## config.mk

```make
export PLATFORM = sky130hd
export DESIGN_NAME = rhs_front
export DESIGN_NICKNAME = d
export VERILOG_FILES = /design/src/design/rhs_pkg.sv /design/src/design/rhs_front.sv
export SDC_FILE = /design/constraint.sdc
export NUM_CORES = 1
export LEC_CHECK = 0
export BUFFER_PORTS_ARGS = -buffer_cell sky130_fd_sc_hd__buf_2
export CAP_MARGIN = 20
export CORE_MARGIN = 4
export CORE_UTILIZATION = 63
export CTS_CLUSTER_SIZE = 10
export DETAILED_ROUTE_END_ITERATION = 10
export GPL_TIMING_DRIVEN = 1
export PLACE_DENSITY = 0.83
export SYNTH_ARGS = -nofsm -noshare
export SYNTH_HDL_FRONTEND = slang
export SYNTH_SLANG_ARGS = --single-unit
```

## constraint.sdc

```tcl
create_clock -name clock -period 8.5 [get_ports clock]
set_input_delay 1.7 -clock clock [delete_from_list [all_inputs] [get_ports clock]]
set_output_delay 1.7 -clock clock [all_outputs]
set_load 0.03 [all_outputs]
```

## src/design/rhs_pkg.sv

```systemverilog
// Shared types and constants of the counting hash set.
`default_nettype none
package rhs_pkg;

   localparam int HASH_MULT   = 1235789;
   localparam int HOME_MULT   = 4567;
   localparam int LIMIT_BITS  = 12;
   localparam int LIMIT_RESET = 2730;
   localparam int TAG_MAX     = 60;
   localparam int HOME_MAX    = 16;
   localparam int QUEUE_DEPTH = 4;
   localparam int QUEUE_AW    = 2;
   localparam int REF_BITS    = 20;

   localparam logic [1:0] MODE_ADD    = 2'd0;
   localparam logic [1:0] MODE_REMOVE = 2'd1;

   localparam logic [1:0] STATUS_OK   = 2'd0;
   localparam logic [1:0] STATUS_FULL = 2'd1;
   localparam logic [1:0] STATUS_SAT  = 2'd2;

   typedef struct packed {
      logic [1:0]          mode;
      logic [TAG_MAX-1:0]  tag;
      logic [HOME_MAX-1:0] home;
   } item_type;

   typedef enum logic [2:0] {
      ST_CLEAR,
      ST_IDLE,
      ST_PROBE,
      ST_DEL_NEXT,
      ST_DEL_CHK,
      ST_DEL_PRB,
      ST_DEL_MOVE
   } state_type;

endpackage
`default_nettype wire

```

## src/design/rhs_front.sv

```systemverilog
// Front end: hashes accepted items and works out their home slot.
`default_nettype none
module rhs_front #(
   parameter int TW = 44,
   parameter int IW = 12
) (
   input  wire logic              clock,
   input  wire logic              reset,
   input  wire logic              accept,
   input  wire logic [1:0]        mode,
   input  wire logic [63:0]       element_id,
   input  wire logic              queue_full,
   output logic                   stall,
   output logic                   push,
   output rhs_pkg::item_type      item
);

   logic          advance;
   logic          s1_valid_ff, s2_valid_ff, s3_valid_ff;
   logic [1:0]    s1_mode_ff, s2_mode_ff;
   logic [52:0]   s1_plo_ff;
   logic [31:0]   s1_phi_ff;
   logic [TW-1:0] s2_tag_ff;
   logic [52:0]   plo_in;
   logic [31:0]   phi_in;
   logic [63:0]   hash_in;
   logic [IW-1:0] home_in;
   rhs_pkg::item_type s3_item_ff, s3_item_in;

   assign advance = !s3_valid_ff || !queue_full;
   assign stall   = !advance;
   assign push    = s3_valid_ff && !queue_full;
   assign item    = s3_item_ff;

   // split the 64-bit product into two narrow ones
   assign plo_in  = 53'(element_id[31:0]) * 53'(rhs_pkg::HASH_MULT);
   assign phi_in  = element_id[63:32] * 32'(rhs_pkg::HASH_MULT);
   assign hash_in = 64'(s1_plo_ff) + {s1_phi_ff, 32'd0};
   assign home_in = s2_tag_ff[IW-1:0] * IW'(rhs_pkg::HOME_MULT);

   always_comb begin
      s3_item_in      = '0;
      s3_item_in.mode = s2_mode_ff;
      s3_item_in.tag  = rhs_pkg::TAG_MAX'(s2_tag_ff);
      s3_item_in.home = rhs_pkg::HOME_MAX'(home_in);
   end

   always_ff @(posedge clock) begin
      if (reset) begin
         s1_valid_ff <= 1'b0;
         s2_valid_ff <= 1'b0;
         s3_valid_ff <= 1'b0;
      end else if (advance) begin
         s1_valid_ff <= accept;
         s2_valid_ff <= s1_valid_ff;
         s3_valid_ff <= s2_valid_ff;
      end
   end

   always_ff @(posedge clock) begin
      if (advance) begin
         s1_mode_ff <= mode;
         s1_plo_ff  <= plo_in;
         s1_phi_ff  <= phi_in;
         s2_mode_ff <= s1_mode_ff;
         s2_tag_ff  <= hash_in[TW-1:0];
         s3_item_ff <= s3_item_in;
      end
   end

endmodule
`default_nettype wire

```

==> results of run 1 <==
## critical path, cell delays in order
cell and delay [ns]:
sky130_fd_sc_hd__buf_2 0.17, sky130_fd_sc_hd__ha_1 0.44, sky130_fd_sc_hd__xor2_1 0.19, sky130_fd_sc_hd__ha_1 0.30
sky130_fd_sc_hd__inv_1 0.05, sky130_fd_sc_hd__fa_1 0.50, sky130_fd_sc_hd__inv_1 0.06, sky130_fd_sc_hd__fa_1 0.56
sky130_fd_sc_hd__fa_1 0.43, sky130_fd_sc_hd__fa_1 0.49, sky130_fd_sc_hd__inv_1 0.05, sky130_fd_sc_hd__fa_1 0.50
sky130_fd_sc_hd__inv_1 0.04, sky130_fd_sc_hd__ha_1 0.36, sky130_fd_sc_hd__a21oi_2 0.27, sky130_fd_sc_hd__a21boi_1 0.11
sky130_fd_sc_hd__a311oi_2 0.29, sky130_fd_sc_hd__a21oi_1 0.12, sky130_fd_sc_hd__a311o_2 0.39, sky130_fd_sc_hd__a41o_1 0.28
sky130_fd_sc_hd__a21oi_2 0.17, sky130_fd_sc_hd__o311ai_1 0.12, sky130_fd_sc_hd__xor2_1 0.16
## metal layers
layer,vias to the layer above,global-route usage (%),part of all wire (%)
li1,5182,-,-
met1,5496,33.77,43
met2,463,40.35,47
met3,77,4.260,7.0
met4,0,7.867,2.7
met5,-,0,0
## flip-flops by register name, indices dropped and copies added (netlist names)
register / count
item: 57
s1_mode_ff: 2
s2_valid_ff: 1
s3_valid_ff: 1
s2_mode_ff: 2
s1_phi_ff: 12
s1_plo_ff: 44
s2_tag_ff: 44
s1_valid_ff: 1
## Yosys cell counts (all sizes together) (2+ instances only)
cell type / count / area [sq um]
a311o: 2 / 21.27
edfxtp: 161 / 4835
a21boi: 5 / 37.54
nand4: 5 / 31.28
a22oi: 4 / 30.03
o21bai: 10 / 75.07
mux2i: 2 / 20.02
o31ai: 2 / 20.02
nor2b: 8 / 50.05
a21o: 21 / 157.7
a211o: 3 / 26.28
fa: 290 / 5806
nand2b: 8 / 50.05
a31o: 3 / 26.28
nor2: 38 / 142.6
a211oi: 6 / 55.05
nor3: 8 / 40.04
xnor2: 67 / 586.8
o211ai: 2 / 15.01
xor2: 43 / 376.6
ha: 268 / 3353
a31oi: 5 / 31.28
o31a: 2 / 17.52
o21ai: 27 / 135.1
clkbuf: 4 / 15.01
a21oi: 67 / 346.6
or2: 2 / 12.51
and2: 5 / 31.28
nand3: 10 / 50.05
and3: 6 / 37.54
o21a: 3 / 22.52
inv: 379 / 1423
nand2: 45 / 171.4
buf: 23 / 167.7
dfxtp: 3 / 60.06
## stage by stage
step	instances	utilization, %	setup slack, ns	hold WS (ns)
global placement	2037	67.15	0.5780	0.4009
floorplan	1568	-	0.5789	0.4003
CTS	2069	69.09	0.9395	0.4143
finish	2069	69.09	0.8903	0.4133
global route	2069	69.09	0.6652	0.4205
detailed placement	2037	67.15	0.5064	0.4045
## how the worst max path moves through the flow
| stage | startpoint | end | slack [ns] | cells past startpoint |
|---|---|---|---|---|
| floorplan | queue_full | stall | 0.58 | 2 |
| global placement | element_id[7] | s1_plo_ff[36]$_DFFE_PN_ | 0.58 | 23 |
| detailed placement | element_id[7] | s1_plo_ff[36]$_DFFE_PN_ | 0.51 | 23 |
| CTS | element_id[7] | s1_plo_ff[36]$_DFFE_PN_ | 0.94 | 23 |
| global route | element_id[6] | s1_plo_ff[36]$_DFFE_PN_ | 0.67 | 23 |
| finish | element_id[7] | s1_plo_ff[36]$_DFFE_PN_ | 0.89 | 23 |
## layout make-up
cell class | instances | area [sq um]
sequential | 164 | 4895
clock inverter | 14 | 128.9
multi-input combinational | 998 | 11960
timing repair buffer | 112 | 568.0
inverter | 379 | 1423
tap | 384 | 480.5
clock buffer | 18 | 429.2
fill | 2057 | 8897
## kinds of logic after synthesis
family          after synthesis  synth area share (%)
compound gates              167                 5.814
xor+xnor                    110                 5.242
fa+ha+maj                   558                 49.83
buf+inv                     406                 8.734
flops                       164                 26.63
mux                           2                0.1089
other cells                   1               0.02040
simple gates                141                 3.622
==> results.md, run 1 <==
- The die outline width is 178.8 um.
- The count of max-cap constraint violations is 0.
- The flip-flop and latch count after synthesis is 164.
- The count of final hold-check violations is 0.
- The worst hold path cell count is 0.
- The worst setup path is captured at a register.
- The most frequently used flop master after synthesis is sky130_fd_sc_hd__edfxtp_1.
- The post-cts sizing count is 0.
- The start point of the worst min-delay path is s1_plo_ff[10]$_DFFE_PN_.
- The count of cells along the worst register-to-register path is 14.
- After layout, the minimum clock period comes to 7.610 ns.
- The final layout contains 2300 nets.
- The share of async-settable or async-resettable flops after synthesis is 0%.
- The post-detailed-placement cell area is 19320 sq um.
- In the routed design, unresolved DRC markers number 0.
- The global-route usage over all layers is 24.58%.
- The number of instances in the synthesized netlist is 1549.
- The number of DRC violations after detailed-routing iteration 0 is 865.
- In this run the clock root is driven by a sky130_fd_sc_hd__clkbuf_16.
- The first TritonRoute pass finished after 5 iterations.
- The final-layout setup total negative slack is 0 ns.
- Setup repair after global routing left no endpoint under its margin.
- Counting the buffers created by CTS gives 17.
- The count of flip-flops with a built-in enable after synthesis is 161.
- In the final routed layout, each cell accounts on average for 18.02 um.
- The global-route wire length before repair is 60630 um.
- Derived from the worst setup path, the maximum achievable clock frequency is 131.4 MHz.
- No sink is reached through more buffers than the 2 on the longest clock path.
- The initial antenna violation count is 0.
- The finished cells cover 19880 sq um.
- The count of pins over their slew limit came to 0.
- The placed wire-length estimate is 31450 um.
- The number of levels the H-tree was split into is 4.
- The clock transition at the register clock pins on the worst setup and hold paths after CTS is 0.07 ns.
- The final cycle utilization of the critical path is 89.53%.
- The floorplan step set the die height to 178.8 um.
- The clock latency reported for the late side of the worst-skew pair is 0.42 ns.
- Buffers added to address setup during post-CTS repair amount to 0.
- After floorplanning, the core was divided into 62 placement rows.
- The ratio of routed vias to standard cells is 5.422.
- Clock skew on the completed layout was measured at 0.01218 ns.
- The core outline area is 28780 sq um.
- The count of port buffers added during placement is 109.
- The run finished with clean final reports.
- Cells with a size suffix above 1 make up 9.377% of the layout.
- The cts-stage hold buffer count is 0.
- The count of antenna diodes in the layout is 0.
- The data arrival time at the worst-slack endpoint is 7.76 ns.
- The relative area change from synthesis to final layout is 8.176%.
- The residual antenna-violating net count after detailed routing is 0.
- The initial cell density of the core is 63.86%.
- At the pin with the least slew margin, the transition time is 1.010 ns.
- The CTS tree is done.
- The startpoint identified for the worst register-to-register timing path is s2_tag_ff[3]$_DFFE_PN_.
- In this run the tightest slew margin relative to its limit is 32.64%.
- Summing every instance area after synthesis gives 18380 sq um.
- Leaving out fill and tap cells, the most frequent cell in the layout is sky130_fd_sc_hd__inv_1.
- The via count of the first global-routing pass is 12162.
- The die covers 31970 sq um.
- The tightest min-delay check is of the reg2reg type.
- The placer's final routability congestion estimate is 0.9620.
- The count of unique library cells instantiated by Yosys is 56.
- Averaged over all synthesized cells, the footprint is 11.87 sq um.
- For this run, the register share of the synthesized area comes to 26.63%.
- The category of the worst setup path launch point is an input port.
- In the layout the commonest cells are 379 x sky130_fd_sc_hd__inv_1, 290 x sky130_fd_sc_hd__fa_1, 268 x sky130_fd_sc_hd__ha_1, 161 x sky130_fd_sc_hd__edfxtp_1, 109 x sky130_fd_sc_hd__buf_2.
- Setup violations remaining at the end of the flow were counted as 0.
- Yosys printed 0 warnings.
- The worst path required time is 8.65 ns.
- The capture endpoint of the worst hold path is s2_tag_ff[10]$_DFFE_PN_.
- The start-to-end type of the worst setup path is in2reg.
- The destination of the worst register-to-register timing path is item[11]$_DFFE_PN_.
- The residual overflow from global routing is 0.
- For flop-to-flop paths, the worst setup slack is 4.65 ns.
- The maximum number of pins on one net before global-route repair is 84.
- Of all nets on the critical path, the largest fanout is 7.
- 150 I/O pins were placed.
- The via count is 11218.
- The number of clock sinks is 164.
- After detailed routing, the total wire length is 37280 um.
Power of run 1 is not shown: default switching activity piles up to over one toggle a cycle in this logic, so the estimate is an artifact.
==> inputs of run 2 (changes only) <==
ABC_AREA = 1   (was not set)
==> run 2 against run 1 <==
Compared with the run above:
- clock-buffer cell count is the same
- register-to-register slack worse by 0.18 ns
- first-iteration DRC count grew 17%
- synthesized cell count grew 29%
- sequential cell count is the same
==> results.md, run 2 <==
- The slowest stage of the critical path belongs to the cell sky130_fd_sc_hd__fa_1.
- Hold repair after CTS inserted 0 buffers.
- The number of buffers created by CTS is 17.
- The maximum number of pins on one net before global-route repair is 92.
- The most numerous cell on the critical path is sky130_fd_sc_hd__fa_1.
- Yosys mapped the design onto 35 distinct sky130hd cell types.
- The net count reported at finish is 2747.
- The number of instances in the synthesized netlist is 1991.
- Detailed placement finished with a half-perimeter wire length of 37090 um.
- Leaving out fill and tap cells, the most frequent cells in the layout are 527 x sky130_fd_sc_hd__inv_1, 344 x sky130_fd_sc_hd__nand2_1, 290 x sky130_fd_sc_hd__fa_1, 268 x sky130_fd_sc_hd__ha_1, 161 x sky130_fd_sc_hd__edfxtp_1.
- The residual antenna-violating net count after detailed routing is 0.
- The top cell type by area accounts for 29.39% of the synthesized area.
- For this run, the register share of the synthesized area comes to 24.78%.
- The count of max-cap constraint violations is 0.
- The worst stage delay on the critical path is 0.59 ns.
- The count of cells along the worst register-to-register path is 12.
- The flip-flop and latch count after synthesis is 164.
- Of all nets on the critical path, the largest fanout is 5.
- Global routing used 26.64% of the available tracks.
- The total wire length is 43650 um.
- At the pin with the least slew margin, the transition time is 0.8733 ns.
- After clock tree synthesis, the repair step resized 0 gates.
- The final cycle utilization of the critical path is 83.06%.
- Setup repair after global routing left no endpoint under its margin.
- The clock passes through at most 2 buffers.
- The maximum clock skew at final layout is 0.008822 ns.
- The flow ran to the end, and the final reports show no timing, DRC or antenna violations.
- The ratio of routed vias to standard cells is 5.370.
- In the final timing run, aggregate negative setup slack is 0 ns.
- The commonest non-fill, non-tap cell in the layout is sky130_fd_sc_hd__inv_1.
- The count of final hold-check violations came to 0.
- The relative area change from synthesis to final layout is 7.930%.
- The total overflow left after global routing is 0.
- The multi-input combinational cell area is 12790 sq um.
- The floorplan step set the die height to 185.1 um.
- The global-route wire length before repair is 70790 um.
- The repair_antennas step left the layout with diodes totalling 0.
- In this run the mean area of a mapped cell was 9.922 sq um.
- The kind of capture point of the worst setup path is a register.
- The count of port buffers added during placement is 109.
- The overall die area is 34250 sq um.
- The cell area after technology mapping is 19760 sq um.
- Counting instances in the post-synthesis netlist gives the leading cell types as 527 x sky130_fd_sc_hd__inv_1, 345 x sky130_fd_sc_hd__nand2_1, 290 x sky130_fd_sc_hd__fa_1.
- Clock-pin slew was measured on the worst setup and hold paths at 0.06 ns.
- The Yosys step of the flow raised 0 warnings.
- The die outline width is 185.1 um.
- After synthesis, the cell types taking the most area are sky130_fd_sc_hd__fa_1 29%, sky130_fd_sc_hd__edfxtp_1 24%, sky130_fd_sc_hd__ha_1 17%.
- At the end of routability-driven placement, the weighted congestion stood at 0.9950.
- The share of cells above drive strength 1 is 8.724%.
- The clock latency reported for the late side of the worst-skew pair is 0.41 ns.
- The number of levels the H-tree was split into is 4.
- At the worst endpoint, the arrival time is 7.21 ns.
- The smallest clock period supported by the final layout is computed as 7.060 ns.
- The final route contains 13575 vias.
- The startpoint identified for the worst hold timing path is s2_tag_ff[39]$_DFFE_PN_.
- The total setup buffers inserted after CTS is 0.
- The via count of the first global-routing pass was 14514.
- The register with the most flip-flops in the layout has 57 of them.
- Pin placement for this block handled 150 I/O pins.
- The initial antenna violation count was 0.
- The filler cell count in the final layout is 2272.
- STA classifies the critical path startpoint as an input port.
- The share of async-settable or async-resettable flops after synthesis is 0%.
- The buffer type at the clock tree root is sky130_fd_sc_hd__clkbuf_16.
- For hold timing, the worst endpoint is item[55]$_DFFE_PN_.
- The first detailed-routing pass took 6 iterations.
- The count of pins over their slew limit is 0.
- Setup violations remaining at the end of the flow were counted as 0.
- The post-detailed-route wirelength per cell is 17.27 um.
- In the final layout, flip-flops and latches occupy 4895 sq um.
- The initial cell density of the core is 64.25%.
- The reg-to-reg setup timing slack is 4.47 ns.
- The most frequently used flop master after synthesis is sky130_fd_sc_hd__edfxtp_1.
- Counting instances, the worst hold path has a depth of 0.
- The critical path goes through buf_2 -> ha_1 -> fa_1 -> inv_1 -> fa_1 -> inv_1 -> fa_1 -> fa_1 -> fa_1 -> inv_1 -> fa_1 -> inv_1 -> ha_1 -> nand2_1 -> nor2_1 -> nand2_1 -> nor2_1 -> nand3_1 -> nand4_1 -> nand2_1.
- The number of remaining DRC errors is 0.
- Data on the critical path is required at its endpoint by 8.65 ns.
- By instance count, the leading cell after synthesis is sky130_fd_sc_hd__inv_1.
- The start-to-end type of the worst setup path is in2reg.
- The largest total area in the synthesized netlist belongs to sky130_fd_sc_hd__fa_1.
- The placement row count is 64.
- The number of clock sinks is 164.
- For this run, the top clock speed supported by timing is 141.6 MHz.
- The worst register-to-register path begins at s2_tag_ff[1]$_DFFE_PN_.
- The count of flip-flops with a built-in enable after synthesis is 161.
- The worst hold path belongs to the class reg2reg.
- The number of DRC violations after detailed-routing iteration 0 is 1009.
- The CTS tree is done.
- The relative slew slack is 41.78%.
- The destination of the worst register-to-register timing path is item[11]$_DFFE_PN_.
- The core region is 30750 sq um.
==> run 2: cell families after synthesis <==
| family | Yosys count | share of synthesized area (%) |
|---|---|---|
| AO/OA/AOI/OAI | 90 | 2.628 |
| AND/OR/NAND/NOR | 542 | 11.60 |
| buffers and inverters | 552 | 10.89 |
| flip-flops | 164 | 24.78 |
| other | 1 | 0.01898 |
| adder cells (fa/ha/maj) | 558 | 46.36 |
| XOR/XNOR | 84 | 3.724 |
==> run 2: layout make-up <==
class | count | share of cell area (%)
Clock inverter | 14 | 0.6572
Timing Repair Buffer | 111 | 2.723
Inverter | 531 | 9.348
Multi-Input combinational cell | 1294 | 59.98
Sequential cell | 164 | 22.96
Clock buffer | 18 | 2.013
Tap cell | 396 | 2.324
==> run 2: worst max-delay path: cells and delay by family <==
| kind | cells | cell delay [ns] |
|---|---|---|
| adders and majority gates | 8 | 4.12 |
| buffers and inverters | 5 | 0.39 |
| and+or+nand+nor | 7 | 0.99 |
==> run 2: how the worst max path moves through the flow <==
stage,startpoint,to,slack (ns),cells after the start
after detailed placement,element_id[18],s1_plo_ff[38]$_DFFE_PN_,1.10,20
after floorplan,queue_full,stall,0.58,2
after global placement,element_id[18],s1_plo_ff[38]$_DFFE_PN_,1.23,20
after global routing,element_id[21],s1_plo_ff[38]$_DFFE_PN_,1.27,20
final,element_id[18],s1_plo_ff[38]$_DFFE_PN_,1.44,20
after CTS,element_id[18],s1_plo_ff[38]$_DFFE_PN_,1.55,20
==> run 2: through the flow <==
stage	worst slack [ns]	cell area [sq um]	instances	hold WS, ns	util [%]
final	1.440	21320	2528	0.4149	69.34
after global routing	1.269	21320	2528	0.4151	69.34
after CTS	1.545	21290	2527	0.4161	69.25
after detailed placement	1.100	20720	2495	0.4045	67.40
after global placement	1.227	20720	2495	0.4011	67.40
after floorplan	0.5764	19830	2010	0.4003	-
==> run 2: per-layer routing <==
layer	track usage, %	part of all wire (%)
met4	10.36	4.2
met2	45.69	48
met5	0	0
met1	34.72	40
met3	3.653	6.9
Power of run 2 is left out for the same reason.
