$ cat config.mk
export PLATFORM = sky130hd
export DESIGN_NAME = rhs_queue
export DESIGN_NICKNAME = d
export VERILOG_FILES = /design/src/design/rhs_pkg.sv /design/src/design/rhs_queue.sv
export SDC_FILE = /design/constraint.sdc
export NUM_CORES = 1
export LEC_CHECK = 0
export ABC_AREA = 1
export BUFFER_PORTS_ARGS = -buffer_cell sky130_fd_sc_hd__buf_2
export CAP_MARGIN = 20
export CORE_ASPECT_RATIO = 2
export CORE_MARGIN = 2
export CORE_UTILIZATION = 45
export DETAILED_ROUTE_END_ITERATION = 8
export SLEW_MARGIN = 5
export SYNTH_ARGS = -nofsm -noshare
export SYNTH_HDL_FRONTEND = slang
export SYNTH_SLANG_ARGS = --single-unit
$ cat constraint.sdc
create_clock -name clock -period 4.64 [get_ports clock]
set_input_delay 0.696 -clock clock [delete_from_list [all_inputs] [get_ports clock]]
set_output_delay 0.696 -clock clock [all_outputs]
set_load 0.02 [all_outputs]
$ cat src/design/rhs_pkg.sv
// Shared types and constants of the counting hash set.
`default_nettype none
package rhs_pkg;

   localparam int HASH_MULT   = 1235789;
   localparam int HOME_MULT   = 4567;
   localparam int LIMIT_BITS  = 12;
   localparam int LIMIT_RESET = 2730;
   localparam int TAG_MAX     = 60;
   localparam int HOME_MAX    = 16;
   localparam int QUEUE_DEPTH = 4;
   localparam int QUEUE_AW    = 2;
   localparam int REF_BITS    = 20;

   localparam logic [1:0] MODE_ADD    = 2'd0;
   localparam logic [1:0] MODE_REMOVE = 2'd1;

   localparam logic [1:0] STATUS_OK   = 2'd0;
   localparam logic [1:0] STATUS_FULL = 2'd1;
   localparam logic [1:0] STATUS_SAT  = 2'd2;

   typedef struct packed {
      logic [1:0]          mode;
      logic [TAG_MAX-1:0]  tag;
      logic [HOME_MAX-1:0] home;
   } item_type;

   typedef enum logic [2:0] {
      ST_CLEAR,
      ST_IDLE,
      ST_PROBE,
      ST_DEL_NEXT,
      ST_DEL_CHK,
      ST_DEL_PRB,
      ST_DEL_MOVE
   } state_type;

endpackage
`default_nettype wire

$ cat src/design/rhs_queue.sv
// Short queue of classified items between front and back.
`default_nettype none
module rhs_queue (
   input  wire logic              clock,
   input  wire logic              reset,
   input  wire logic              push,
   input  wire rhs_pkg::item_type push_item,
   input  wire logic              pop,
   output logic                   not_empty,
   output logic                   full,
   output rhs_pkg::item_type      head
);

   rhs_pkg::item_type                slots_ff [rhs_pkg::QUEUE_DEPTH];
   logic [rhs_pkg::QUEUE_AW-1:0]     wr_ptr_ff, rd_ptr_ff;
   logic [rhs_pkg::QUEUE_AW:0]       count_ff;

   assign not_empty = (count_ff != '0);
   assign full      = (count_ff == (rhs_pkg::QUEUE_AW+1)'(rhs_pkg::QUEUE_DEPTH));
   assign head      = slots_ff[rd_ptr_ff];

   always_ff @(posedge clock) begin
      if (reset) begin
         wr_ptr_ff <= '0;
         rd_ptr_ff <= '0;
         count_ff  <= '0;
      end else begin
         if (push) begin
            wr_ptr_ff <= wr_ptr_ff + 1'b1;
         end
         if (pop) begin
            rd_ptr_ff <= rd_ptr_ff + 1'b1;
         end
         if (push && !pop) begin
            count_ff <= count_ff + 1'b1;
         end else if (pop && !push) begin
            count_ff <= count_ff - 1'b1;
         end
      end
   end

   always_ff @(posedge clock) begin
      if (push) begin
         slots_ff[wr_ptr_ff] <= push_item;
      end
   end

endmodule
`default_nettype wire

==> tab_implementation.tex, run 1 <==
\begin{tabular}{lr}
\hline
Metric & Value \\
\hline
\multicolumn{2}{l}{\textbf{STA}} \\
Actual transition at the worst max-transition pin & roughly 1 ns \\
Final Skew & $\sim$0.0069 ns \\
Clock period minus worst slack & approximately 3.1 ns \\
Max Freq & around 0.32 GHz \\
Total negative setup slack & 0 ns \\
Setup repair after global routing missed its margin & no \\
Slew HR & between 30\% and 40\% \\
Hold violation total from the final report & 0 \\
Count of pins over their slew limit & 0 \\
Hold slack final & 0.318 ns \\
Total setup violations reported at the end of the flow & 0 \\
Final clock period utilization by the worst path & 67.0\% \\
\multicolumn{2}{l}{\textbf{Placement}} \\
Buffers on Ports & approximately 160 \\
Placement-stage cell area & roughly 13,000 µm² \\
Weighted congestion at the end of routability-driven global placement & between 0.7 and 0.8 \\
HPWL after detailed placement & between 10,000 and 15,000 µm \\
Cell Count Post-Placement & approximately 1,300 \\
\multicolumn{2}{l}{\textbf{Global route}} \\
First-pass GRT wire length & around 39,000 µm \\
Vias in the first global route & slightly above 7,000 \\
Antenna violations before repair & 7 \\
Global route total overflow & 0 \\
Pin count of the biggest net entering global routing & around 110 \\
Overall track demand over capacity in global routing & 18.2\% \\
\multicolumn{2}{l}{\textbf{Min path}} \\
Worst hold path startpoint & reset \\
Worst min-delay path category & in -> reg \\
\multicolumn{2}{l}{\textbf{Finish}} \\
Post-Layout Inst Area & between 10,000 and 15,000 µm² \\
Share of final-layout standard cells stronger than drive strength 1 & between 20\% and 30\% \\
Area Growth Syn to Fin & 15.2\% \\
Number of nets at the end of the flow & about 1,100 \\
Non-filler instance count after layout & $\sim$1,300 \\
\multicolumn{2}{l}{\textbf{Setup path}} \\
Arrival time worst endpoint & $\sim$2.4 ns \\
Classification of the worst setup path & reg -> out \\
Kind of end point of the critical path & output port \\
Launch point of the worst reg-to-reg path & wr\_ptr\_ff[1] \\
Worst Path Required & roughly 4 ns \\
Setup crit start kind & flop \\
Maximum fanout along the worst path & around 110 \\
\multicolumn{2}{l}{\textbf{Yosys}} \\
Area contributors post-synth & sky130\_fd\_sc\_hd\_\_edfxtp\_1 (78\%), sky130\_fd\_sc\_hd\_\_nor2\_1 (5.1\%), sky130\_fd\_sc\_hd\_\_o22ai\_1 (4.1\%), sky130\_fd\_sc\_hd\_\_o21ai\_0 (4.0\%), sky130\_fd\_sc\_hd\_\_o21ai\_1 (2.7\%) \\
Unique cell type count in the Yosys netlist & 22 \\
Post-Synth Simple-Gate Area & under 10\% \\
Proportion of synthesized area in mux cells & 0\% \\
Fraction of the yosys area taken by sequential cells & 79.5\% \\
Post-synth top area share & 78.0\% \\
Number of register bits inferred by synthesis & 321 \\
Main combinational cell family by area after synthesis & compound AO/OA/AOI/OAI gates \\
Library cell occupying the most area in the post-synthesis netlist & sky130\_fd\_sc\_hd\_\_edfxtp\_1 \\
Avg Synthesized Cell Area & between 10 and 15 µm² \\
Adder-Cell Fraction of Synth Area & less than 1\% \\
Net count after synthesis & between 900 and 1,000 \\
Instance count of the mapped netlist & 813 \\
Share of the synthesized area in compound gates (AO/OA/AOI/OAI) & between 10\% and 20\% \\
Warnings from Yosys & 0 \\
Post-synthesis instance area & 12,000 µm² \\
Area share of xor/xnor cells in the synthesized design & less than 1\% \\
\multicolumn{2}{l}{\textbf{Clocking}} \\
Post-CTS setup buffer count & 0 \\
Clock network latency to the later pin of the worst-skew pair & between 0.5 and 0.6 ns \\
Number of buffers added by the clock tree synthesis step & 27 \\
Maximum buffer depth of the clock tree & 3 \\
Maximum level of the CTS H-tree & 1 \\
CTS tree & built \\
Clock transition at the register clock pins on the worst setup and hold paths after CTS & approximately 0.070 ns \\
Hold buffer count at CTS & 0 \\
CTS root buffer & sky130\_fd\_sc\_hd\_\_clkbuf\_16 \\
Post-cts sizing count & 0 \\
Clock tree sinks & $\sim$320 \\
\multicolumn{2}{l}{\textbf{Floorplan}} \\
Floorplan die width & 120 µm \\
Num rows & 84 \\
Boundary Pins & 162 \\
Core Area & between 20,000 and 30,000 µm² \\
Die Height & $\sim$240 µm \\
DIE AREA & 28,100 µm² \\
Initial standard-cell utilization of the core & $\sim$46\% \\
\multicolumn{2}{l}{\textbf{Job}} \\
Max Cap Viol & 0 \\
\multicolumn{2}{l}{\textbf{Power}} \\
Power per cell area & about 430 nW/µm² \\
Leakage power summed over all cells & between 4 and 5 nW \\
Worst VDD drop & approximately 0.00030 V \\
\multicolumn{2}{l}{\textbf{Drt}} \\
Detail-routed via count per cell & around 5.4 \\
DR vias & $\sim$7,200 \\
DRT antenna net count & 0 \\
Wire length reported by the detailed router & around 26,000 µm \\
DR iter-0 viols & 478 \\
Detailed Routing Iterations Pass 1 & 4 \\
DRC violations left & 0 \\
Wire per inst & approximately 19 µm \\
\multicolumn{2}{l}{\textbf{Run status}} \\
Result of the run & finished, final reports clean \\
\hline
\end{tabular}
==> cells in the mapped netlist <==
master and instances:
sky130_fd_sc_hd__a21oi_1 3, sky130_fd_sc_hd__buf_2 12, sky130_fd_sc_hd__buf_4 5, sky130_fd_sc_hd__buf_6 14
sky130_fd_sc_hd__clkbuf_1 14, sky130_fd_sc_hd__clkbuf_2 5, sky130_fd_sc_hd__dfxtp_1 9, sky130_fd_sc_hd__edfxtp_1 312
sky130_fd_sc_hd__fa_1 1, sky130_fd_sc_hd__ha_1 5, sky130_fd_sc_hd__inv_1 15, sky130_fd_sc_hd__inv_2 1
sky130_fd_sc_hd__inv_4 1, sky130_fd_sc_hd__nand2_1 10, sky130_fd_sc_hd__nand3_1 1, sky130_fd_sc_hd__nand4_1 1
sky130_fd_sc_hd__nor2_1 163, sky130_fd_sc_hd__nor3_1 1, sky130_fd_sc_hd__o21ai_0 96, sky130_fd_sc_hd__o21ai_1 65
sky130_fd_sc_hd__o22ai_1 78, sky130_fd_sc_hd__xor2_1 1
==> cell usage in the layout, fill, tap and decap left out, drive strengths merged <==
cell and n:
a21oi 3, buf 174, clkbuf 37, clkinv 8
clkinvlp 3, dfxtp 9, diode 7, edfxtp 312
fa 1, ha 5, inv 17, nand2 10
nand3 1, nand4 1, nor2 163, nor3 1
o21ai 161, o22ai 78, xor2 1
==> cell type report <==
class                           count  area, µm²
Sequential cell                   321       9550
Multi-Input combinational cell    425       2070
Inverter                           17       76.3
Timing Repair Buffer              174        928
Fill cell                        2261      12400
Clock inverter                     11       52.6
Antenna cell                        7       17.5
Clock buffer                       37        713
Tap cell                          344        430
==> routing by layer <==
layer | global-route usage, % | vias to the layer above | routed length, µm
met2 | 33.2 | 168 | 13800
met1 | 20.8 | 3591 | 10000
met3 | 2.62 | 46 | 1100
li1 | - | 3373 | -
met4 | 8.09 | 2 | 953
met5 | 0 | - | 13
==> worst max-delay path, cell delays in order (launching register included) <==
cell                      delay [ns]
sky130_fd_sc_hd__dfxtp_4        0.35
sky130_fd_sc_hd__inv_4          0.41
sky130_fd_sc_hd__buf_12         0.44
sky130_fd_sc_hd__o21ai_0        0.14
sky130_fd_sc_hd__o22ai_1        0.20
sky130_fd_sc_hd__buf_2          0.21
==> state kept, by name (all words and copies together) (netlist names), named ones only <==
name	cells
slots_ff	312
count_ff	3
rd_ptr_ff	2
wr_ptr_ff	2
==> per-stage QoR <==
step	utilization [%]	setup slack, ns	total power [W]
2_1_floorplan	-	1.97	0.00382
3_3_place_gp	49.6	2.03	0.00405
3_5_place_dp	49.6	2.01	0.00406
4_1_cts	52.5	1.41	0.00607
5_1_grt	52.7	1.40	0.00622
6_report	52.7	1.53	0.00602
==> cells by family (layout without fill, tap and decap cells) <==
family          after synthesis  count (layout)
compound gates              242             242
xor+xnor                      1               1
fa+ha+maj                     6               6
buf+inv                      67             239
flops                       321             321
other cells                   0               7
simple gates                176             176
==> worst paths after layout <==
path / to / slack, ns / cells past startpoint
worst min register to register: flop / 0.44 / 1
worst min-delay path: count_ff[0] / 0.32 / 2
worst max-delay path: head[66] / 1.53 / 5
worst max register to register: slots_ff[1][62] / 2.52 / 5
==> power by group <==
group | switching (W) | internal, W | total (W)
Combinational | 0.000461 | 0.000187 | 0.000648
Sequential | 0.0000298 | 0.00331 | 0.00334
Clock | 0.000958 | 0.00107 | 0.00203
Total | 0.00145 | 0.00457 | 0.00602
(Power assumes the default switching activity.)
==> run 2, diff against run 1 <==
clock period = 2.9 ns   (was 4.64 ns; I/O delays follow)
==> tab_implementation.tex, run 2 (synthesized netlist as in run 1, its figures left out) <==
\begin{tabular}{lr}
\hline
Metric & Value \\
\hline
\multicolumn{2}{l}{\textbf{Run status}} \\
Result of the run & finished, final reports clean \\
\multicolumn{2}{l}{\textbf{Setup path}} \\
Maximum fanout along the worst path & 43 \\
Arrival time worst endpoint & 2.15 ns \\
Worst Path Required & about 2.5 ns \\
Classification of the worst setup path & reg -> out \\
Kind of end point of the critical path & output port \\
Setup crit start kind & flop \\
\multicolumn{2}{l}{\textbf{Power}} \\
Worst VDD drop & approximately 0.00039 V \\
Share of total power in sequential cells & a little over half \\
P\_sw & 0.00237 W \\
Proportion of power drawn by the clock network & 34.5\% \\
Power per cell area & around 700 nW/µm² \\
Comb power frac & between 10\% and 20\% \\
Switching share of total power & between 20\% and 30\% \\
Internal Pwr Total & $\sim$0.0074 W \\
Leakage power summed over all cells & 4.91 nW \\
\multicolumn{2}{l}{\textbf{Floorplan}} \\
Boundary Pins & 162 \\
Initial standard-cell utilization of the core & 45.7\% \\
Floorplan die width & about 120 µm \\
Die Height & 235 µm \\
DIE AREA & around 28,000 µm² \\
Core Area & $\sim$26,000 µm² \\
Num rows & 84 \\
\multicolumn{2}{l}{\textbf{STA}} \\
Hold violation total from the final report & 0 \\
Final clock period utilization by the worst path & around nine tenths \\
Clock period minus worst slack & about 2.6 ns \\
Total setup violations reported at the end of the flow & 0 \\
Hold slack final & roughly 0.06 ns \\
Final Skew & about 0.0085 ns \\
Slew HR & a little over three fifths \\
Actual transition at the worst max-transition pin & between 0.5 and 0.6 ns \\
Setup repair after global routing missed its margin & no \\
Count of pins over their slew limit & 0 \\
Total negative setup slack & 0 ns \\
Max Freq & 0.387 GHz \\
\multicolumn{2}{l}{\textbf{Drt}} \\
Wire per inst & around 20 µm \\
Wire length reported by the detailed router & 26,200 µm \\
DRC violations left & 0 \\
DR vias & 7,168 \\
DR iter-0 viols & 558 \\
Detailed Routing Iterations Pass 1 & 4 \\
DRT antenna net count & 0 \\
Detail-routed via count per cell & between 5 and 6 \\
\multicolumn{2}{l}{\textbf{Global route}} \\
Pin count of the biggest net entering global routing & a little under 80 \\
Overall track demand over capacity in global routing & a little under a fifth \\
Antenna violations before repair & 3 \\
Global route total overflow & 0 \\
First-pass GRT wire length & between 30,000 and 40,000 µm \\
Vias in the first global route & 7,186 \\
\multicolumn{2}{l}{\textbf{Finish}} \\
Leading registers by flop count & slots\_ff (312), count\_ff (3) \\
Flip-flop count of the largest register, all copies and words added & roughly 310 \\
Share of final-layout standard cells stronger than drive strength 1 & around 23\% \\
Area Growth Syn to Fin & 16.9\% \\
Fillers & roughly 2,200 \\
Commonest cells after routing, fill and taps aside & sky130\_fd\_sc\_hd\_\_edfxtp\_1 (312), sky130\_fd\_sc\_hd\_\_nor2\_1 (163), sky130\_fd\_sc\_hd\_\_buf\_2 (161) \\
Number of nets at the end of the flow & about 1,100 \\
Most common library cell in the layout ignoring fill and taps & sky130\_fd\_sc\_hd\_\_edfxtp\_1 \\
Largest register by flop count & slots\_ff \\
\multicolumn{2}{l}{\textbf{Clocking}} \\
Hold buffer count at CTS & 0 \\
Clock transition at the register clock pins on the worst setup and hold paths after CTS & $\sim$0.070 ns \\
Post-cts sizing count & 0 \\
Maximum level of the CTS H-tree & 1 \\
Maximum buffer depth of the clock tree & 3 \\
Number of buffers added by the clock tree synthesis step & 27 \\
Post-CTS setup buffer count & 0 \\
CTS tree & built \\
Clock network latency to the later pin of the worst-skew pair & around 0.54 ns \\
CTS root buffer & sky130\_fd\_sc\_hd\_\_clkbuf\_16 \\
Clock tree sinks & between 300 and 400 \\
\multicolumn{2}{l}{\textbf{Placement}} \\
Weighted congestion at the end of routability-driven global placement & 0.738 \\
Buffers on Ports & between 150 and 200 \\
HPWL after detailed placement & 15,400 µm \\
\multicolumn{2}{l}{\textbf{Job}} \\
Max Cap Viol & 0 \\
\multicolumn{2}{l}{\textbf{Min path}} \\
Worst min-delay path category & in -> reg \\
\hline
\end{tabular}
-- run 2: final timing paths --
| kind | cells after the start | start | endpoint | slack, ns |
|---|---|---|---|---|
| worst max-delay path | 6 | flop | head[76] | 0.32 |
| worst min-delay path | 2 | reset | count_ff[0] | 0.06 |
| worst max register to register | 5 | wr_ptr_ff[0] | slots_ff[2][36] | 1.09 |
| worst min register to register | 1 | rd_ptr_ff[1] | flop | 0.49 |
-- run 2: cell type report --
| class | count | area (µm²) | area share (%) |
|---|---|---|---|
| Multi-Input combinational cell | 425 | 2070 | 14.7 |
| Antenna cell | 2 | 5.00 | 0.0357 |
| Inverter | 17 | 76.3 | 0.544 |
| Sequential cell | 321 | 9550 | 68.1 |
| Clock buffer | 32 | 694 | 4.95 |
| Timing Repair Buffer | 183 | 1100 | 7.81 |
| Clock inverter | 16 | 116 | 0.829 |
| Tap cell | 344 | 430 | 3.07 |
-- run 2: power by group through the flow --
stage	combinational, W	sequential [W]	clock [W]
floorplan	0.000658	0.00545	0
finish	0.00107	0.00535	0.00338
global route	0.00116	0.00537	0.00362
detailed placement	0.00108	0.00546	0
CTS	0.00109	0.00535	0.00345
global placement	0.00107	0.00545	0
-- run 2: routing by layer --
layer	vias up	wire length, µm	GRT usage (%)
met5	-	13	0
met3	43	1090	2.57
li1	3376	-	-
met4	2	709	6.67
met1	3573	10400	22.3
met2	174	13900	33.3
-- run 2: worst max-delay path: stages (launching register included) --
cell                      delay, ns
sky130_fd_sc_hd__dfxtp_4       0.43
sky130_fd_sc_hd__inv_4         0.26
sky130_fd_sc_hd__buf_12        0.26
sky130_fd_sc_hd__buf_4         0.21
sky130_fd_sc_hd__nor2_1        0.05
sky130_fd_sc_hd__o22ai_1       0.18
sky130_fd_sc_hd__buf_2         0.19
-- run 2: through the flow --
| stage | area (µm²) | util (%) | setup WS, ns | cells | total power [W] |
|---|---|---|---|---|---|
| 2_1_floorplan | 12000 | - | 0.368 | 813 | 0.00611 |
| 3_3_place_gp | 13200 | 50.3 | 0.890 | 1290 | 0.00652 |
| 3_5_place_dp | 13200 | 50.3 | 0.857 | 1290 | 0.00654 |
| 4_1_cts | 14000 | 53.4 | 0.273 | 1338 | 0.00989 |
| 5_1_grt | 14000 | 53.4 | 0.178 | 1340 | 0.0101 |
| 6_report | 14000 | 53.4 | 0.316 | 1340 | 0.00980 |
==> run 3, diff against run 2 <==
PLACE_DENSITY = 0.7   (was not set)
==> tab_implementation.tex, run 3 (synthesized netlist as in run 1, its figures left out) <==
\begin{tabular}{lr}
\hline
Metric & Value \\
\hline
\multicolumn{2}{l}{\textbf{STA}} \\
Slew HR & about half \\
Hold violation total from the final report & 0 \\
Clock period minus worst slack & between 2 and 3 ns \\
Count of pins over their slew limit & 0 \\
Total negative setup slack & 0 ns \\
Final Skew & just under 0.01 ns \\
Final clock period utilization by the worst path & about 93\% \\
Total setup violations reported at the end of the flow & 0 \\
Max Freq & about 0.37 GHz \\
Setup repair after global routing missed its margin & no \\
Actual transition at the worst max-transition pin & $\sim$0.72 ns \\
\multicolumn{2}{l}{\textbf{Finish}} \\
Sequential standard cell area & 9550 µm² \\
Share of final-layout standard cells stronger than drive strength 1 & 22.6\% \\
Largest register by flop count & slots\_ff \\
Number of nets at the end of the flow & $\sim$1,100 \\
Commonest cells after routing, fill and taps aside & sky130\_fd\_sc\_hd\_\_edfxtp\_1 (312), sky130\_fd\_sc\_hd\_\_nor2\_1 (163), sky130\_fd\_sc\_hd\_\_buf\_2 (161) \\
Fillers & approximately 2,200 \\
Most common library cell in the layout ignoring fill and taps & sky130\_fd\_sc\_hd\_\_edfxtp\_1 \\
Flip-flop count of the largest register, all copies and words added & around 310 \\
Leading registers by flop count & slots\_ff (312), count\_ff (3) \\
Post-Layout Inst Area & 14,000 µm² \\
Multi-input gate area in the final layout & between 2000 and 2500 µm² \\
Area Growth Syn to Fin & 16.8\% \\
\multicolumn{2}{l}{\textbf{Floorplan}} \\
Num rows & 84 \\
Floorplan die width & around 120 µm \\
Boundary Pins & approximately 160 \\
Core Area & 26,300 µm² \\
Initial standard-cell utilization of the core & 45.7\% \\
DIE AREA & 28,100 µm² \\
Die Height & roughly 240 µm \\
\multicolumn{2}{l}{\textbf{Placement}} \\
Weighted congestion at the end of routability-driven global placement & 0.768 \\
Buffers on Ports & roughly 160 \\
HPWL after detailed placement & 15,500 µm \\
Placement-stage cell area & 13,200 µm² \\
\multicolumn{2}{l}{\textbf{Setup path}} \\
Worst Path Required & 2.47 ns \\
Setup crit start kind & flop \\
Kind of end point of the critical path & output port \\
Maximum fanout along the worst path & approximately 160 \\
Critical register-to-register path endpoint & slots\_ff[3][36] \\
Arrival time worst endpoint & between 2 and 2.5 ns \\
Flop-to-flop setup slack & 0.78 ns \\
Classification of the worst setup path & reg -> out \\
Reg2reg path depth & 5 \\
Launch point of the worst reg-to-reg path & wr\_ptr\_ff[0] \\
\multicolumn{2}{l}{\textbf{Global route}} \\
Global route total overflow & 0 \\
Vias in the first global route & about 7,300 \\
Antenna violations before repair & 2 \\
First-pass GRT wire length & between 30,000 and 40,000 µm \\
Pin count of the biggest net entering global routing & approximately 160 \\
Overall track demand over capacity in global routing & $\sim$18\% \\
\multicolumn{2}{l}{\textbf{Clocking}} \\
Clock tree sinks & 321 \\
Post-cts sizing count & 0 \\
CTS root buffer & sky130\_fd\_sc\_hd\_\_clkbuf\_16 \\
Clock transition at the register clock pins on the worst setup and hold paths after CTS & around 0.070 ns \\
Number of buffers added by the clock tree synthesis step & 26 \\
CTS tree & built \\
Hold buffer count at CTS & 0 \\
Maximum buffer depth of the clock tree & 3 \\
Maximum level of the CTS H-tree & 1 \\
Clock network latency to the later pin of the worst-skew pair & 0.54 ns \\
Post-CTS setup buffer count & 0 \\
\multicolumn{2}{l}{\textbf{Drt}} \\
Detail-routed via count per cell & about 5.4 \\
Detailed Routing Iterations Pass 1 & 4 \\
DR iter-0 viols & approximately 530 \\
Wire per inst & about 20 µm \\
DRT antenna net count & 0 \\
DR vias & 7,230 \\
Wire length reported by the detailed router & around 26,000 µm \\
DRC violations left & 0 \\
\multicolumn{2}{l}{\textbf{Min path}} \\
Worst min-delay path category & in -> reg \\
Worst Hold Path EP & count\_ff[0] \\
Hold path cells & 2 \\
Worst hold path startpoint & reset \\
\multicolumn{2}{l}{\textbf{Power}} \\
Internal Pwr Total & between 0.007 and 0.008 W \\
Comb power frac & a little over a tenth \\
Share of total power in sequential cells & a little over half \\
P\_sw & 0.00234 W \\
Power per cell area & approximately 710 nW/µm² \\
Worst VDD drop & 0.000448 V \\
Proportion of power drawn by the clock network & a little over a third \\
Leakage power summed over all cells & 4.91 nW \\
Switching share of total power & a little under a quarter \\
\multicolumn{2}{l}{\textbf{Run status}} \\
Result of the run & finished, final reports clean \\
\multicolumn{2}{l}{\textbf{Job}} \\
Max Cap Viol & 0 \\
\hline
\end{tabular}
[run 3: cell types whose count changed in the layout (fill, tap and decap cells not counted), moves of 2 or more]
cell / before / now
sky130_fd_sc_hd__bufinv_16: 1 / 3
sky130_fd_sc_hd__inv_4: 5 / 1
sky130_fd_sc_hd__clkinv_4: 3 / 0
sky130_fd_sc_hd__clkinv_1: 4 / 8
sky130_fd_sc_hd__buf_4: 12 / 10
sky130_fd_sc_hd__clkinv_2: 6 / 8
[run 3: layer usage]
| layer | track usage, % | up-vias | routed length [µm] |
|---|---|---|---|
| met1 | 21.3 | 3654 | 10100 |
| met5 | 0 | - | 13 |
| met2 | 34.3 | 173 | 14500 |
| met3 | 2.35 | 31 | 1030 |
| met4 | 6.74 | 2 | 691 |
| li1 | - | 3370 | - |
[run 3: per-stage QoR]
step                instances  hold WS [ns]  setup WS, ns  total power (W)  utilization, %
floorplan                 813         0.412         0.368          0.00611               -
global placement         1287         0.443         0.683          0.00651            50.2
detailed placement       1287         0.459         0.672          0.00654            50.2
CTS                      1335        0.0388         0.213           0.0100            53.4
global route             1336        0.0508         0.127           0.0103            53.4
finish                   1336        0.0642         0.207          0.00993            53.4
[run 3: cell type report]
cell class	instances	share of cell area, %
inverters	17	0.508
flip-flops and latches	321	68.1
repair buffers	180	7.56
clock inverters	17	1.13
multi-input cells	425	14.7
clock buffers	31	4.92
diodes	1	0.0178
well taps	344	3.07
[run 3: worst max-delay path by stage]
| stage | startpoint | to | slack, ns | cells after the start |
|---|---|---|---|---|
| floorplan | wr_ptr_ff[0] | slots_ff[2][0] | 0.37 | 4 |
| global placement | push | slots_ff[3][21] | 0.68 | 5 |
| detailed placement | push | slots_ff[3][21] | 0.67 | 5 |
| CTS | flop | head[71] | 0.21 | 5 |
| global route | flop | head[54] | 0.13 | 4 |
| finish | flop | head[43] | 0.21 | 4 |
[run 3: worst max-delay path, cell delays in order, from the launching register on]
cell and delay, ns:
sky130_fd_sc_hd__dfxtp_4 0.37, sky130_fd_sc_hd__buf_12 0.42, sky130_fd_sc_hd__o21ai_0 0.20, sky130_fd_sc_hd__o22ai_1 0.33, sky130_fd_sc_hd__buf_2 0.23
[run 3: power by group through the flow]
stage	Clock (W)	Combinational [W]	Sequential [W]
final	0.00351	0.00108	0.00535
after global routing	0.00373	0.00117	0.00536
after CTS	0.00358	0.00109	0.00535
after detailed placement	0	0.00109	0.00545
after global placement	0	0.00107	0.00545
after floorplan	0	0.000658	0.00545
